--- src/sv/rne_pkg.sv ---
// Shared types, constants and symbol decode for the Roman numeral encoder.
package rne_pkg;

	localparam int unsigned VALUE_W = 12;
	localparam int unsigned CHAR_W  = 7;
	localparam int unsigned DIGIT_W = 4;
	localparam int unsigned POS_W   = 2;
	localparam int unsigned LEN_W   = 3;
	localparam int unsigned MULT_W  = 14;

	localparam logic [VALUE_W-1:0] VALUE_MAX_VALID = 12'd3999;

	localparam logic [CHAR_W-1:0] CH_NONE = 7'h00;
	localparam logic [CHAR_W-1:0] CH_I    = 7'h49;
	localparam logic [CHAR_W-1:0] CH_V    = 7'h56;
	localparam logic [CHAR_W-1:0] CH_X    = 7'h58;
	localparam logic [CHAR_W-1:0] CH_L    = 7'h4C;
	localparam logic [CHAR_W-1:0] CH_C    = 7'h43;
	localparam logic [CHAR_W-1:0] CH_D    = 7'h44;
	localparam logic [CHAR_W-1:0] CH_M    = 7'h4D;

	localparam logic [POS_W-1:0] POS_ONES      = 2'd0;
	localparam logic [POS_W-1:0] POS_THOUSANDS = 2'd3;

	// unit, five and ten symbol of each decimal place, ones first
	localparam logic [CHAR_W-1:0] UNIT_SYM [4] = '{CH_I, CH_X, CH_C, CH_M};
	localparam logic [CHAR_W-1:0] FIVE_SYM [4] = '{CH_V, CH_L, CH_D, CH_NONE};
	localparam logic [CHAR_W-1:0] TEN_SYM  [4] = '{CH_X, CH_C, CH_M, CH_NONE};

	// multiples of each place value, digit 0 to 9
	localparam logic [MULT_W-1:0] PLACE_MULT [4][10] = '{
		'{14'd0, 14'd1,    14'd2,    14'd3,    14'd4,
		  14'd5, 14'd6,    14'd7,    14'd8,    14'd9},
		'{14'd0, 14'd10,   14'd20,   14'd30,   14'd40,
		  14'd50, 14'd60,  14'd70,   14'd80,   14'd90},
		'{14'd0, 14'd100,  14'd200,  14'd300,  14'd400,
		  14'd500, 14'd600, 14'd700, 14'd800,  14'd900},
		'{14'd0, 14'd1000, 14'd2000, 14'd3000, 14'd4000,
		  14'd5000, 14'd6000, 14'd7000, 14'd8000, 14'd9000}
	};

	typedef struct packed {
		logic load;      // capture the input value
		logic emit_err;  // write the out-of-range beat
		logic extract;   // find the digit of the current place
		logic emit;      // write the next symbol beat
		logic next_pos;  // step down to the next place
	} cmd_t;

	typedef struct packed {
		logic bad;        // captured value is zero or above the valid range
		logic len_zero;   // current digit writes no symbol
		logic sym_done;   // current symbol is the digit's last
		logic last;       // current symbol is the numeral's last
		logic pos_ones;   // current place is the ones
		logic slot_free;  // output register can take a beat
	} status_t;

	function automatic logic [LEN_W-1:0] digit_len(input logic [DIGIT_W-1:0] d);
		logic [LEN_W-1:0] len;
		if (d == 4'd9 || d == 4'd4) begin
			len = 3'd2;
		end else if (d >= 4'd5) begin
			len = LEN_W'(d - 4'd4);
		end else begin
			len = LEN_W'(d);
		end
		return len;
	endfunction

	function automatic logic [CHAR_W-1:0] digit_sym(input logic [POS_W-1:0] pos,
			input logic [DIGIT_W-1:0] d, input logic [1:0] k);
		logic [CHAR_W-1:0] sym;
		if (d == 4'd9) begin
			sym = (k == 2'd0) ? UNIT_SYM[pos] : TEN_SYM[pos];
		end else if (d == 4'd4) begin
			sym = (k == 2'd0) ? UNIT_SYM[pos] : FIVE_SYM[pos];
		end else if (d >= 4'd5) begin
			sym = (k == 2'd0) ? FIVE_SYM[pos] : UNIT_SYM[pos];
		end else begin
			sym = UNIT_SYM[pos];
		end
		return sym;
	endfunction

endpackage

--- src/sv/rne_if.sv ---
// Valid/ready stream interfaces for the encoder's input value and symbol beats.
interface rne_value_if;
	logic        valid;
	logic        ready;
	logic [11:0] value;

	modport source (output valid, output value, input ready);
	modport sink (input valid, input value, output ready);
endinterface

interface rne_symbol_if;
	logic       valid;
	logic       ready;
	logic [6:0] symbol_char;
	logic       last_symbol;
	logic       out_of_range;

	modport source (output valid, output symbol_char, output last_symbol,
		output out_of_range, input ready);
	modport sink (input valid, input symbol_char, input last_symbol,
		input out_of_range, output ready);
endinterface

--- src/sv/rne_datapath.sv ---
// Datapath: remainder, digit extraction, symbol counters and output register.
module rne_datapath (
	input  logic                           clk,
	input  logic                           arst_n,
	input  rne_pkg::cmd_t                  cmd,
	input  logic [rne_pkg::VALUE_W-1:0]    value,
	output rne_pkg::status_t               st,
	rne_symbol_if.source                   symbols
);

	logic [rne_pkg::VALUE_W-1:0] rem_q;
	logic [rne_pkg::DIGIT_W-1:0] digit_q;
	logic [rne_pkg::POS_W-1:0]   pos_q;
	logic [1:0]                  k_q;

	logic                        out_valid_q;
	logic [rne_pkg::CHAR_W-1:0]  sym_q;
	logic                        last_q;
	logic                        oor_q;

	logic [rne_pkg::DIGIT_W-1:0] digit_d;
	logic [rne_pkg::MULT_W-1:0]  rem_ext;
	logic [rne_pkg::MULT_W-1:0]  rem_next;
	logic [rne_pkg::LEN_W-1:0]   len;
	logic                        rem_zero;

	// largest digit whose multiple of the place still fits in the remainder
	always_comb begin
		rem_ext = {2'b00, rem_q};
		digit_d = '0;
		for (int j = 1; j < 10; j++) begin
			if (rem_ext >= rne_pkg::PLACE_MULT[pos_q][j]) begin
				digit_d = rne_pkg::DIGIT_W'(j);
			end
		end
		rem_next = rem_ext - rne_pkg::PLACE_MULT[pos_q][digit_d];
	end

	assign len      = rne_pkg::digit_len(digit_q);
	assign rem_zero = (rem_q == '0);

	always_comb begin
		st.bad       = rem_zero || (rem_q > rne_pkg::VALUE_MAX_VALID);
		st.len_zero  = (len == '0);
		st.sym_done  = ({1'b0, k_q} == len - 3'd1);
		st.last      = st.sym_done && rem_zero;
		st.pos_ones  = (pos_q == rne_pkg::POS_ONES);
		st.slot_free = !out_valid_q || symbols.ready;
	end

	always_ff @(posedge clk) begin
		if (cmd.load) begin
			rem_q <= value;
			pos_q <= rne_pkg::POS_THOUSANDS;
		end else begin
			if (cmd.extract) begin
				rem_q   <= rem_next[rne_pkg::VALUE_W-1:0];
				digit_q <= digit_d;
				k_q     <= '0;
			end
			if (cmd.emit) begin
				k_q <= k_q + 2'd1;
			end
			if (cmd.next_pos) begin
				pos_q <= pos_q - 2'd1;
			end
		end
	end

	always_ff @(posedge clk or negedge arst_n) begin
		if (!arst_n) begin
			out_valid_q <= 1'b0;
		end else if (cmd.emit || cmd.emit_err) begin
			out_valid_q <= 1'b1;
		end else if (symbols.ready) begin
			out_valid_q <= 1'b0;
		end
	end

	always_ff @(posedge clk) begin
		if (cmd.emit_err) begin
			sym_q  <= rne_pkg::CH_NONE;
			last_q <= 1'b1;
			oor_q  <= 1'b1;
		end else if (cmd.emit) begin
			sym_q  <= rne_pkg::digit_sym(pos_q, digit_q, k_q);
			last_q <= st.last;
			oor_q  <= 1'b0;
		end
	end

	assign symbols.valid        = out_valid_q;
	assign symbols.symbol_char  = sym_q;
	assign symbols.last_symbol  = last_q;
	assign symbols.out_of_range = oor_q;

endmodule

--- src/sv/rne_ctrl.sv ---
// Controller: sequences capture, range check, digit extraction and symbol beats.
module rne_ctrl (
	input  logic             clk,
	input  logic             arst_n,
	input  logic             in_valid,
	output logic             in_ready,
	input  rne_pkg::status_t st,
	output rne_pkg::cmd_t    cmd
);

	typedef enum logic [1:0] {
		S_IDLE,
		S_CHECK,
		S_EXTRACT,
		S_EMIT
	} state_t;

	state_t state_q;

	assign in_ready = (state_q == S_IDLE);

	always_comb begin
		cmd = '0;
		unique case (state_q)
			S_IDLE: begin
				cmd.load = in_valid;
			end
			S_CHECK: begin
				cmd.emit_err = st.bad && st.slot_free;
			end
			S_EXTRACT: begin
				cmd.extract = 1'b1;
			end
			S_EMIT: begin
				if (st.len_zero) begin
					cmd.next_pos = 1'b1;
				end else if (st.slot_free) begin
					cmd.emit     = 1'b1;
					cmd.next_pos = st.sym_done;
				end
			end
			default: cmd = '0;
		endcase
	end

	always_ff @(posedge clk or negedge arst_n) begin
		if (!arst_n) begin
			state_q <= S_IDLE;
		end else begin
			unique case (state_q)
				S_IDLE: begin
					if (in_valid) state_q <= S_CHECK;
				end
				S_CHECK: begin
					if (!st.bad) begin
						state_q <= S_EXTRACT;
					end else if (st.slot_free) begin
						state_q <= S_IDLE;
					end
				end
				S_EXTRACT: begin
					state_q <= S_EMIT;
				end
				S_EMIT: begin
					// skip an empty place, finish on the numeral's last symbol
					if (st.len_zero) begin
						state_q <= st.pos_ones ? S_IDLE : S_EXTRACT;
					end else if (st.slot_free && st.sym_done) begin
						state_q <= (st.last || st.pos_ones) ? S_IDLE : S_EXTRACT;
					end
				end
				default: state_q <= S_IDLE;
			endcase
		end
	end

endmodule

--- src/sv/roman_numeral_encoder_core.sv ---
// Top level of the Roman numeral encoder: controller plus datapath.
//
//  channel   role   payload                                       beats per item
//  numbers   sink   value[11:0]                                   1
//  symbols   source symbol_char[6:0], last_symbol, out_of_range   1 to 15
//
// An item first passes through capture and range check, which is all an out-of-range
// value needs. A valid one then takes, for each decimal place from thousands down
// to the last nonzero one, an extraction step followed by its symbols one by one,
// or by a skip step for an empty place.
// arst_n clears the controller and the output valid flag; nothing else is kept.
// A stalled symbols channel holds the current beat and pauses the sequence.
module roman_numeral_encoder_core (
	input  logic        clk,
	input  logic        arst_n,
	rne_value_if.sink   numbers,
	rne_symbol_if.source symbols
);

	rne_pkg::cmd_t    cmd;
	rne_pkg::status_t st;

	rne_ctrl u_ctrl (
		.clk      (clk),
		.arst_n   (arst_n),
		.in_valid (numbers.valid),
		.in_ready (numbers.ready),
		.st       (st),
		.cmd      (cmd)
	);

	rne_datapath u_datapath (
		.clk     (clk),
		.arst_n  (arst_n),
		.cmd     (cmd),
		.value   (numbers.value),
		.st      (st),
		.symbols (symbols)
	);

endmodule

--- src/flat_wrapper.sv ---
// flat-port wrapper written by rule: the top's interface ports become plain ports
module roman_numeral_encoder_core_flat 
  (clk, arst_n, numbers_valid, numbers_value, numbers_ready, symbols_valid, symbols_symbol_char, symbols_last_symbol, symbols_out_of_range, symbols_ready);
  rne_value_if numbers_i ();
  rne_symbol_if symbols_i ();
  input  logic clk;
  input  logic arst_n;
  input wire logic [$bits(numbers_i.valid)-1:0] numbers_valid;
  input wire logic [$bits(numbers_i.value)-1:0] numbers_value;
  output wire logic [$bits(numbers_i.ready)-1:0] numbers_ready;
  output wire logic [$bits(symbols_i.valid)-1:0] symbols_valid;
  output wire logic [$bits(symbols_i.symbol_char)-1:0] symbols_symbol_char;
  output wire logic [$bits(symbols_i.last_symbol)-1:0] symbols_last_symbol;
  output wire logic [$bits(symbols_i.out_of_range)-1:0] symbols_out_of_range;
  input wire logic [$bits(symbols_i.ready)-1:0] symbols_ready;
  assign numbers_i.valid = numbers_valid;
  assign numbers_i.value = numbers_value;
  assign numbers_ready = numbers_i.ready;
  assign symbols_valid = symbols_i.valid;
  assign symbols_symbol_char = symbols_i.symbol_char;
  assign symbols_last_symbol = symbols_i.last_symbol;
  assign symbols_out_of_range = symbols_i.out_of_range;
  assign symbols_i.ready = symbols_ready;
  roman_numeral_encoder_core u_core (.clk(clk), .arst_n(arst_n), .numbers(numbers_i), .symbols(symbols_i));
endmodule
--- config.mk ---
export PLATFORM = sky130hd
export DESIGN_NAME = roman_numeral_encoder_core_flat
export DESIGN_NICKNAME = d
export VERILOG_FILES = /design/src/sv/rne_pkg.sv /design/src/sv/rne_if.sv /design/src/sv/rne_datapath.sv /design/src/sv/rne_ctrl.sv /design/src/sv/roman_numeral_encoder_core.sv /design/src/flat_wrapper.sv
export SDC_FILE = /design/constraint.sdc
export NUM_CORES = 1
export LEC_CHECK = 0
export BUFFER_PORTS_ARGS = -buffer_cell sky130_fd_sc_hd__buf_2
export CAP_MARGIN = 20
export CORE_ASPECT_RATIO = 0.5
export CORE_MARGIN = 1.5
export CORE_UTILIZATION = 45
export CTS_BUF_LIST = sky130_fd_sc_hd__clkbuf_4
export DETAILED_ROUTE_END_ITERATION = 8
export GPL_TIMING_DRIVEN = 0
export PLACE_DENSITY = 0.71
export SLEW_MARGIN = 15
export SYNTH_ARGS = -nofsm -noshare
export SYNTH_HDL_FRONTEND = slang
export SYNTH_SLANG_ARGS = --single-unit
--- constraint.sdc ---
create_clock -name clk -period 11.62 [get_ports clk]
set_input_delay 0 -clock clk [delete_from_list [all_inputs] [get_ports clk]]
set_output_delay 0 -clock clk [all_outputs]
set_load 0.05 [all_outputs]
# Word level (Yosys, flattened, before mapping)
# Cells that the tools add are included.
# classes
addsub	5
mul	0
n_div	0
magnitude_cmp	13
n_eq_ne	9
n_shift	0
muxes	53
n_bitwise	3
n_reduce_logical	20
# op_table
operator	n
$bmux 140 s2	1
$mux 140	2
$ge 12x14->1	9
$mux 7	12
$bmux 14 s4	1
$mux 12	4
$bmux 7 s2	3
$mux 4	7
$mux 2	12
$gt 12x12->1 const B	1
$logic_not 12->1	1
$sub 12x12->12	1
$mux 1	8
$pmux 2 s4	1
$logic_not 2->1	3
$mux 3	2
$reduce_bool 2->1	3
$ge 5x5->1 const B	1
$logic_or 1x1->1	5
$not 4->5	1
$eq 2x2->1 const B	2
$eq 4x3->1 const B	1
$eq 4x4->1 const B	1
$ge 4x3->1 const B	1
other kinds (17)	20
# totals
register_bits	32
latchBits	0
ramBits	0
romBits	0
output_inout_bits	11
elab_cells	112
mem_count	0

# Logic depth before layout (Yosys ltp)
# depth
depth_word	21
ltp_mapped	26

# Modules after synthesis
# From an unflattened synthesis, not the netlist that was laid out.
# hier_totals
cells_unflattened	504
area_unflattened_um2	4154.0
# by_module_without_submodules
module	n_inst	cells_per_inst	area_each_um2
rne_datapath	1	485	3992.6
rne_ctrl	1	19	161.4

# Worst setup path before layout
# OpenSTA, ideal clock, no wires.
# synth_path
path_type	reg2reg
from	register u_core.u_datapath.pos_q[1] in the netlist's numbering
to	register u_core.u_datapath.rem_q[10] in the netlist's numbering (data pin)
arrival_ns	5.258
t_required_ns	11.351
setup_slack_ns	6.093
path_stages_with_launch	27
path_buffers	2
synth_period_minus_slack_ns	5.527
path_cell_list	dfxtp_1 > clkbuf_1 > inv_1 > ha_1 > buf_2 > inv_1 > ha_1 > nor2b_1 > a311oi_1 > o21ai_1 > a311oi_4 > o211ai_1 > a21o_4 > clkinv_8 > mux2i_1 > nor2_2 > a31o_1 > fa_1 > nor2b_1 > o21ai_0 > a21oi_1 > o21ai_0 > a21boi_0 > o21ai_0 > a211oi_1 > o21a_1 > o31ai_1
# synth_via
elab_cells_between_ends	29
classes_between	add/sub (1); order compare (9); mux (17); bitwise (2)
# synth_rtl
element	line	text
start: declaration	rne_datapath.sv:13	logic [rne_pkg::POS_W-1:0] pos_q;
start signal: assignment	rne_datapath.sv:54	pos_q <= rne_pkg::POS_THOUSANDS;
start signal: assignment	rne_datapath.sv:65	pos_q <= pos_q - 2'd1;
$not 2->3 (implied by the code) *	rne_datapath.sv:32	if (rem_ext >= rne_pkg::PLACE_MULT[pos_q][j]) begin
$bmux 140 s2 *	rne_datapath.sv:32	
$mux 140 (implied by the code) * (2 in a row)	rne_datapath.sv:36	rem_next = rem_ext - rne_pkg::PLACE_MULT[pos_q][digit_d];
$ge 12x14->1	rne_datapath.sv:32	
$mux 2	rne_datapath.sv:32	
$mux 4 (6 in a row)	rne_datapath.sv:32	
$mux 4 *	rne_datapath.sv:32	
named net u_core.u_datapath.digit_d, one bit	rne_datapath.sv:21	logic [rne_pkg::DIGIT_W-1:0] digit_d;
$not 4->5 (implied by the code) *	rne_datapath.sv:36	
$bmux 14 s4 *	rne_datapath.sv:36	
$mux 12 (implied by the code) * (2 in a row)	rne_datapath.sv:36	
$sub 12x12->12 *	rne_datapath.sv:36	
$mux 12 *	rne_datapath.sv:56	if (cmd.extract) begin
$mux 12 *	rne_datapath.sv:52	if (cmd.load) begin
end signal: assignment	rne_datapath.sv:53	rem_q <= value;
end signal: assignment	rne_datapath.sv:57	rem_q <= rem_next[rne_pkg::VALUE_W-1:0];
end: declaration	rne_datapath.sv:11	logic [rne_pkg::VALUE_W-1:0] rem_q;
# Mark *: on every way through the listed nets, which the timed path passes. The rest lies on a longest branch. The select of a mux whose other input is x is not followed.
# A chain may end at the register's enable or synchronous reset.

# Worst setup path in the final report
# Ends and elaborated chain as after synthesis.

==> impl_metrics.sql <==
INSERT INTO impl_metrics (metric_group, metric, value, unit) VALUES
('yosys', 'synth_enable_flop_cells', '18', ''),
('finish', 'area_delta_synth_final', '11.19', '%'),
('yosys', 'synth_top_area_share', '0.1951', ''),
('place', 'dpl_cell_area', '0.004377', 'mm2'),
('yosys', 'yosys-top-cells-area', 'sky130_fd_sc_hd__ha_1 (20%), sky130_fd_sc_hd__edfxtp_1 (13%), sky130_fd_sc_hd__a21oi_1 (5.4%)', ''),
('clock_tree', 'h-tree-depth', '2', ''),
('pwr', 'cellPowerDensity', '50.45', 'mW/mm2'),
('clock_tree', 'max-clock-path-buffers', '2', ''),
('sta', 'fmaxAchievable', '143.2', 'MHz'),
('yosys', 'yosys_register_bits', '31', ''),
('status', 'violated_checks', 'hold timing', ''),
('finish', 'layout.nets', '620', ''),
('worst_setup_path', 'criticalPathCategory', 'register to register', ''),
('die', 'floorplan.initialDensity', '0.4682', ''),
('worst_setup_path', 'timing.critical_path.from_type', 'register', ''),
('min_path', 'timing.hold.worst.class', 'input pin to register', ''),
('worst_setup_path', 'critical_path.max_stage_delay', '0.52', 'ns'),
('finish', 'fin_cells', '657', ''),
('route', 'drtAntennaViolNets', '0', ''),
('sta', 'final-hold-violation-count', '1', ''),
('sta', 'fin_hold_ws', '-0.007295', 'ns'),
('place', 'port-buffer-count', '25', ''),
('yosys', 'synthesis.area', '0.004105', 'mm2'),
('status', 'result_of_the_run', 'finished, violations left', ''),
('global_route', 'grt_util_all_layers', '0.2381', ''),
('pwr', 'p_leak', '1.830', 'nW'),
('sta', 'fin_skew', '0.006386', 'ns'),
('pwr', 'total_power', '230.3', 'uW'),
('yosys', 'synth.yosys.seq_area_share', '0.1987', ''),
('route', 'dr.first_iter.drc_count', '410', ''),
('clock_tree', 'cts.clk_slew.worst_paths', '0.11', 'ns'),
('yosys', 'post_synth_xor_area_fraction', '0.02255', ''),
('clock_tree', 'tritoncts_clock_tree', 'built', ''),
('yosys', 'synth_fp_nets', '575', ''),
('die', 'core', '0.008768', 'mm2'),
('die', 'die_span_in_x', '138.1', 'um'),
('route', 'route.vias.total', '3994', ''),
('die', 'die-area', '0.009740', 'mm2'),
('pwr', 'peakVddDrop', '55.80', 'uV'),
('route', 'wire_per_inst', '17.48', 'um'),
('yosys', 'synth_cell_type_count', '78', ''),
('yosys', 'largest_family_of_logic_cells_by_synthesized_area', 'compound AO/OA/AOI/OAI gates', ''),
('sta', 'timing.final.crit_period', '6.985', 'ns'),
('route', 'dr.pass1.iters', '5', ''),
('clock_tree', 'post_cts_buffers', '0', ''),
('clock_tree', 'clkLatencyLatePin', '0.35', 'ns'),
('yosys', 'avgSynthCellArea', '8.310', 'um2'),
('yosys', 'simple_gate_area_share_of_the_yosys_netlist', '0.1896', ''),
('worst_setup_path', 'end_kind', 'register', ''),
('sta', 'worst_slew_pin_slew', '0.7524', 'ns'),
('yosys', 'synth.mux.area_fraction', '0.02438', ''),
('global_route', 'grt_antenna_before_repair', '0', ''),
('yosys', 'adder_and_majority_gate_portion_of_the_synthesized_area', '0.1999', ''),
('sta', 'rsz0062_at_grt', 'no', ''),
('die', 'die_height', '70.54', 'um'),
('yosys', 'synth_top_cell_by_area', 'sky130_fd_sc_hd__ha_1', ''),
('finish', 'num_antenna_cells', '0', ''),
('yosys', 'synth_flop_cell', 'sky130_fd_sc_hd__edfxtp_1', ''),
('route', 'remaining_drc_errors', '0', ''),
('clock_tree', 'tritoncts.num_buffers', '5', ''),
('yosys', 'ys_warn_count', '0', ''),
('sta', 'finalCritPeriodShare', '0.6011', ''),
('global_route', 'grt_overflow', '0', ''),
('clock_tree', 'clk_root_buffer_cell', 'sky130_fd_sc_hd__clkbuf_4', ''),
('yosys', 'async_sr_flop_fraction', '0.09677', ''),
('worst_setup_path', 'worst_ep_required_time', '11.72', 'ns'),
('worst_setup_path', 'worst_ep_arrival', '7.09', 'ns'),
('route', 'route.final.wire_length', '11480', 'um'),
('worst_setup_path', 'worst-path-max-fanout', '15', ''),
('yosys', 'synth_compound_area_frac', '0.3173', ''),
('sta', 'setup-violations-final', '0', '');
[cell families (layout without fill, tap and decap cells)]
group                    after synthesis  in the layout
other                                  1              1
flip-flops                            31             31
multiplexers                          10             10
AND/OR/NAND/NOR                      161            161
adder cells (fa/ha/maj)               65             65
AO/OA/AOI/OAI                        173            173
buffers and inverters                 44             90
XOR/XNOR                               9              9
[synth_stat cells, types with 3 or more instances]
cell type / count
sky130_fd_sc_hd__and2_1: 5
sky130_fd_sc_hd__nor2b_1: 9
sky130_fd_sc_hd__o21ai_0: 21
sky130_fd_sc_hd__o221ai_1: 4
sky130_fd_sc_hd__mux2i_1: 10
sky130_fd_sc_hd__nor3_1: 12
sky130_fd_sc_hd__dfrtp_1: 3
sky130_fd_sc_hd__o21a_1: 8
sky130_fd_sc_hd__nand2b_1: 9
sky130_fd_sc_hd__a2111oi_2: 5
sky130_fd_sc_hd__edfxtp_1: 18
sky130_fd_sc_hd__o21ai_1: 8
sky130_fd_sc_hd__inv_1: 25
sky130_fd_sc_hd__nand2_1: 41
sky130_fd_sc_hd__xnor2_1: 6
sky130_fd_sc_hd__a211o_1: 3
sky130_fd_sc_hd__o21ai_2: 3
sky130_fd_sc_hd__a211oi_1: 11
sky130_fd_sc_hd__o211ai_1: 7
sky130_fd_sc_hd__nand4_1: 4
sky130_fd_sc_hd__a31oi_1: 3
sky130_fd_sc_hd__and3_1: 6
sky130_fd_sc_hd__ha_1: 64
sky130_fd_sc_hd__a21o_1: 15
sky130_fd_sc_hd__o31ai_1: 5
sky130_fd_sc_hd__clkbuf_1: 13
sky130_fd_sc_hd__nand3_1: 14
sky130_fd_sc_hd__a221oi_1: 4
sky130_fd_sc_hd__dfxtp_1: 10
sky130_fd_sc_hd__nor2_1: 45
sky130_fd_sc_hd__a21oi_1: 44
[layout make-up]
type                    count  area, um2  area share
multi-input cells         419       3098      0.6787
clock buffers               6      45.04    0.009868
well taps                 117      146.4     0.03207
repair buffers             38      255.2     0.05592
inverters                  27      113.9     0.02495
plain buffers              17      77.57     0.01700
clock inverters             2      12.51    0.002741
flip-flops and latches     31      815.8      0.1787
[report_power, final]
part / total [mW] / internal, mW / switching, mW
logic: 0.0390 / 0.0145 / 0.0246
registers: 0.122 / 0.120 / 0.00203
clock network: 0.0696 / 0.0257 / 0.0440
[placed cells by master, fill, tap and decap left out, drive strengths merged, types with 8 or more instances in the layout]
| cell | netlist | final |
|---|---|---|
| nand2b | 9 | 9 |
| o21ai | 33 | 33 |
| a21oi | 45 | 45 |
| clkbuf | 13 | 19 |
| nand3 | 14 | 14 |
| a211oi | 13 | 13 |
| a21o | 16 | 16 |
| o21a | 8 | 8 |
| dfxtp | 10 | 10 |
| mux2i | 10 | 10 |
| nor3 | 13 | 13 |
| buf | 4 | 29 |
| ha | 64 | 64 |
| dlygate4sd3 | 0 | 13 |
| edfxtp | 18 | 18 |
| inv | 26 | 26 |
| nor2b | 9 | 9 |
| nor2 | 47 | 47 |
| nand2 | 41 | 41 |
[worst paths after layout]
check,startpoint,end,slack (ns),cells after the start
worst max-delay path,u_core.u_datapath.pos_q[1],u_core.u_datapath.rem_q[10],4.64,26
worst min-delay path,numbers_value[0],u_core.u_datapath.rem_q[0],-0.007,3
worst max register to register,u_core.u_datapath.pos_q[1],u_core.u_datapath.rem_q[10],4.64,26
worst min register to register,u_core.u_datapath.symbols.out_of_range,u_core.u_datapath.symbols.out_of_range,0.46,1
max in group asynchronous,arst_n,u_core.u_datapath.symbols.valid,10.98,3
min in group asynchronous,arst_n,u_core.u_ctrl.state_q[1],0.50,3
[critical path: cells and delay by family, from the launching register on]
kind	cells	cell delay, ns
adder cells (fa/ha/maj)	3	1.04
multiplexers	1	0.22
buffers and inverters	5	1.36
AO/OA/AOI/OAI	14	3.33
flip-flops	1	0.44
AND/OR/NAND/NOR	3	0.33
[metrics by stage]
stage | worst slack, ns | util | hold slack [ns]
2_1_floorplan | 6.093 | - | -0.2956
3_3_place_gp | 4.842 | 0.4991 | -0.2025
3_5_place_dp | 4.759 | 0.4991 | -0.2019
4_1_cts | 4.712 | 0.5205 | 0.004427
5_1_grt | 4.133 | 0.5205 | 0.02417
6_report | 4.635 | 0.5205 | -0.007295
[what timing repair did]
item                                   in CTS  in global routing
endpoints found under the hold margin      14                  0
resized for setup                           0                  0
hold buffers                               13                  0
[routing by layer]
metal | track usage | share of wire | vias to the layer above
li1 | - | - | 1968
met1 | 0.3275 | 0.48 | 1888
met2 | 0.3958 | 0.45 | 122
met3 | 0.03047 | 0.052 | 16
met4 | 0.07135 | 0.017 | 0
met5 | 0 | 0 | -
[registers in the layout, indices dropped and copies added (netlist names)]
register / flops
u_core.u_datapath.symbols.out_of_range: 1
u_core.u_datapath.symbols.valid: 1
u_core.u_datapath.symbols.symbol_char: 6
u_core.u_datapath.digit_q: 4
u_core.u_datapath.pos_q: 2
u_core.u_datapath.k_q: 2
u_core.u_ctrl.state_q: 2
u_core.u_datapath.symbols.last_symbol: 1
u_core.u_datapath.rem_q: 12
Power figures use the tool's default switching activity.
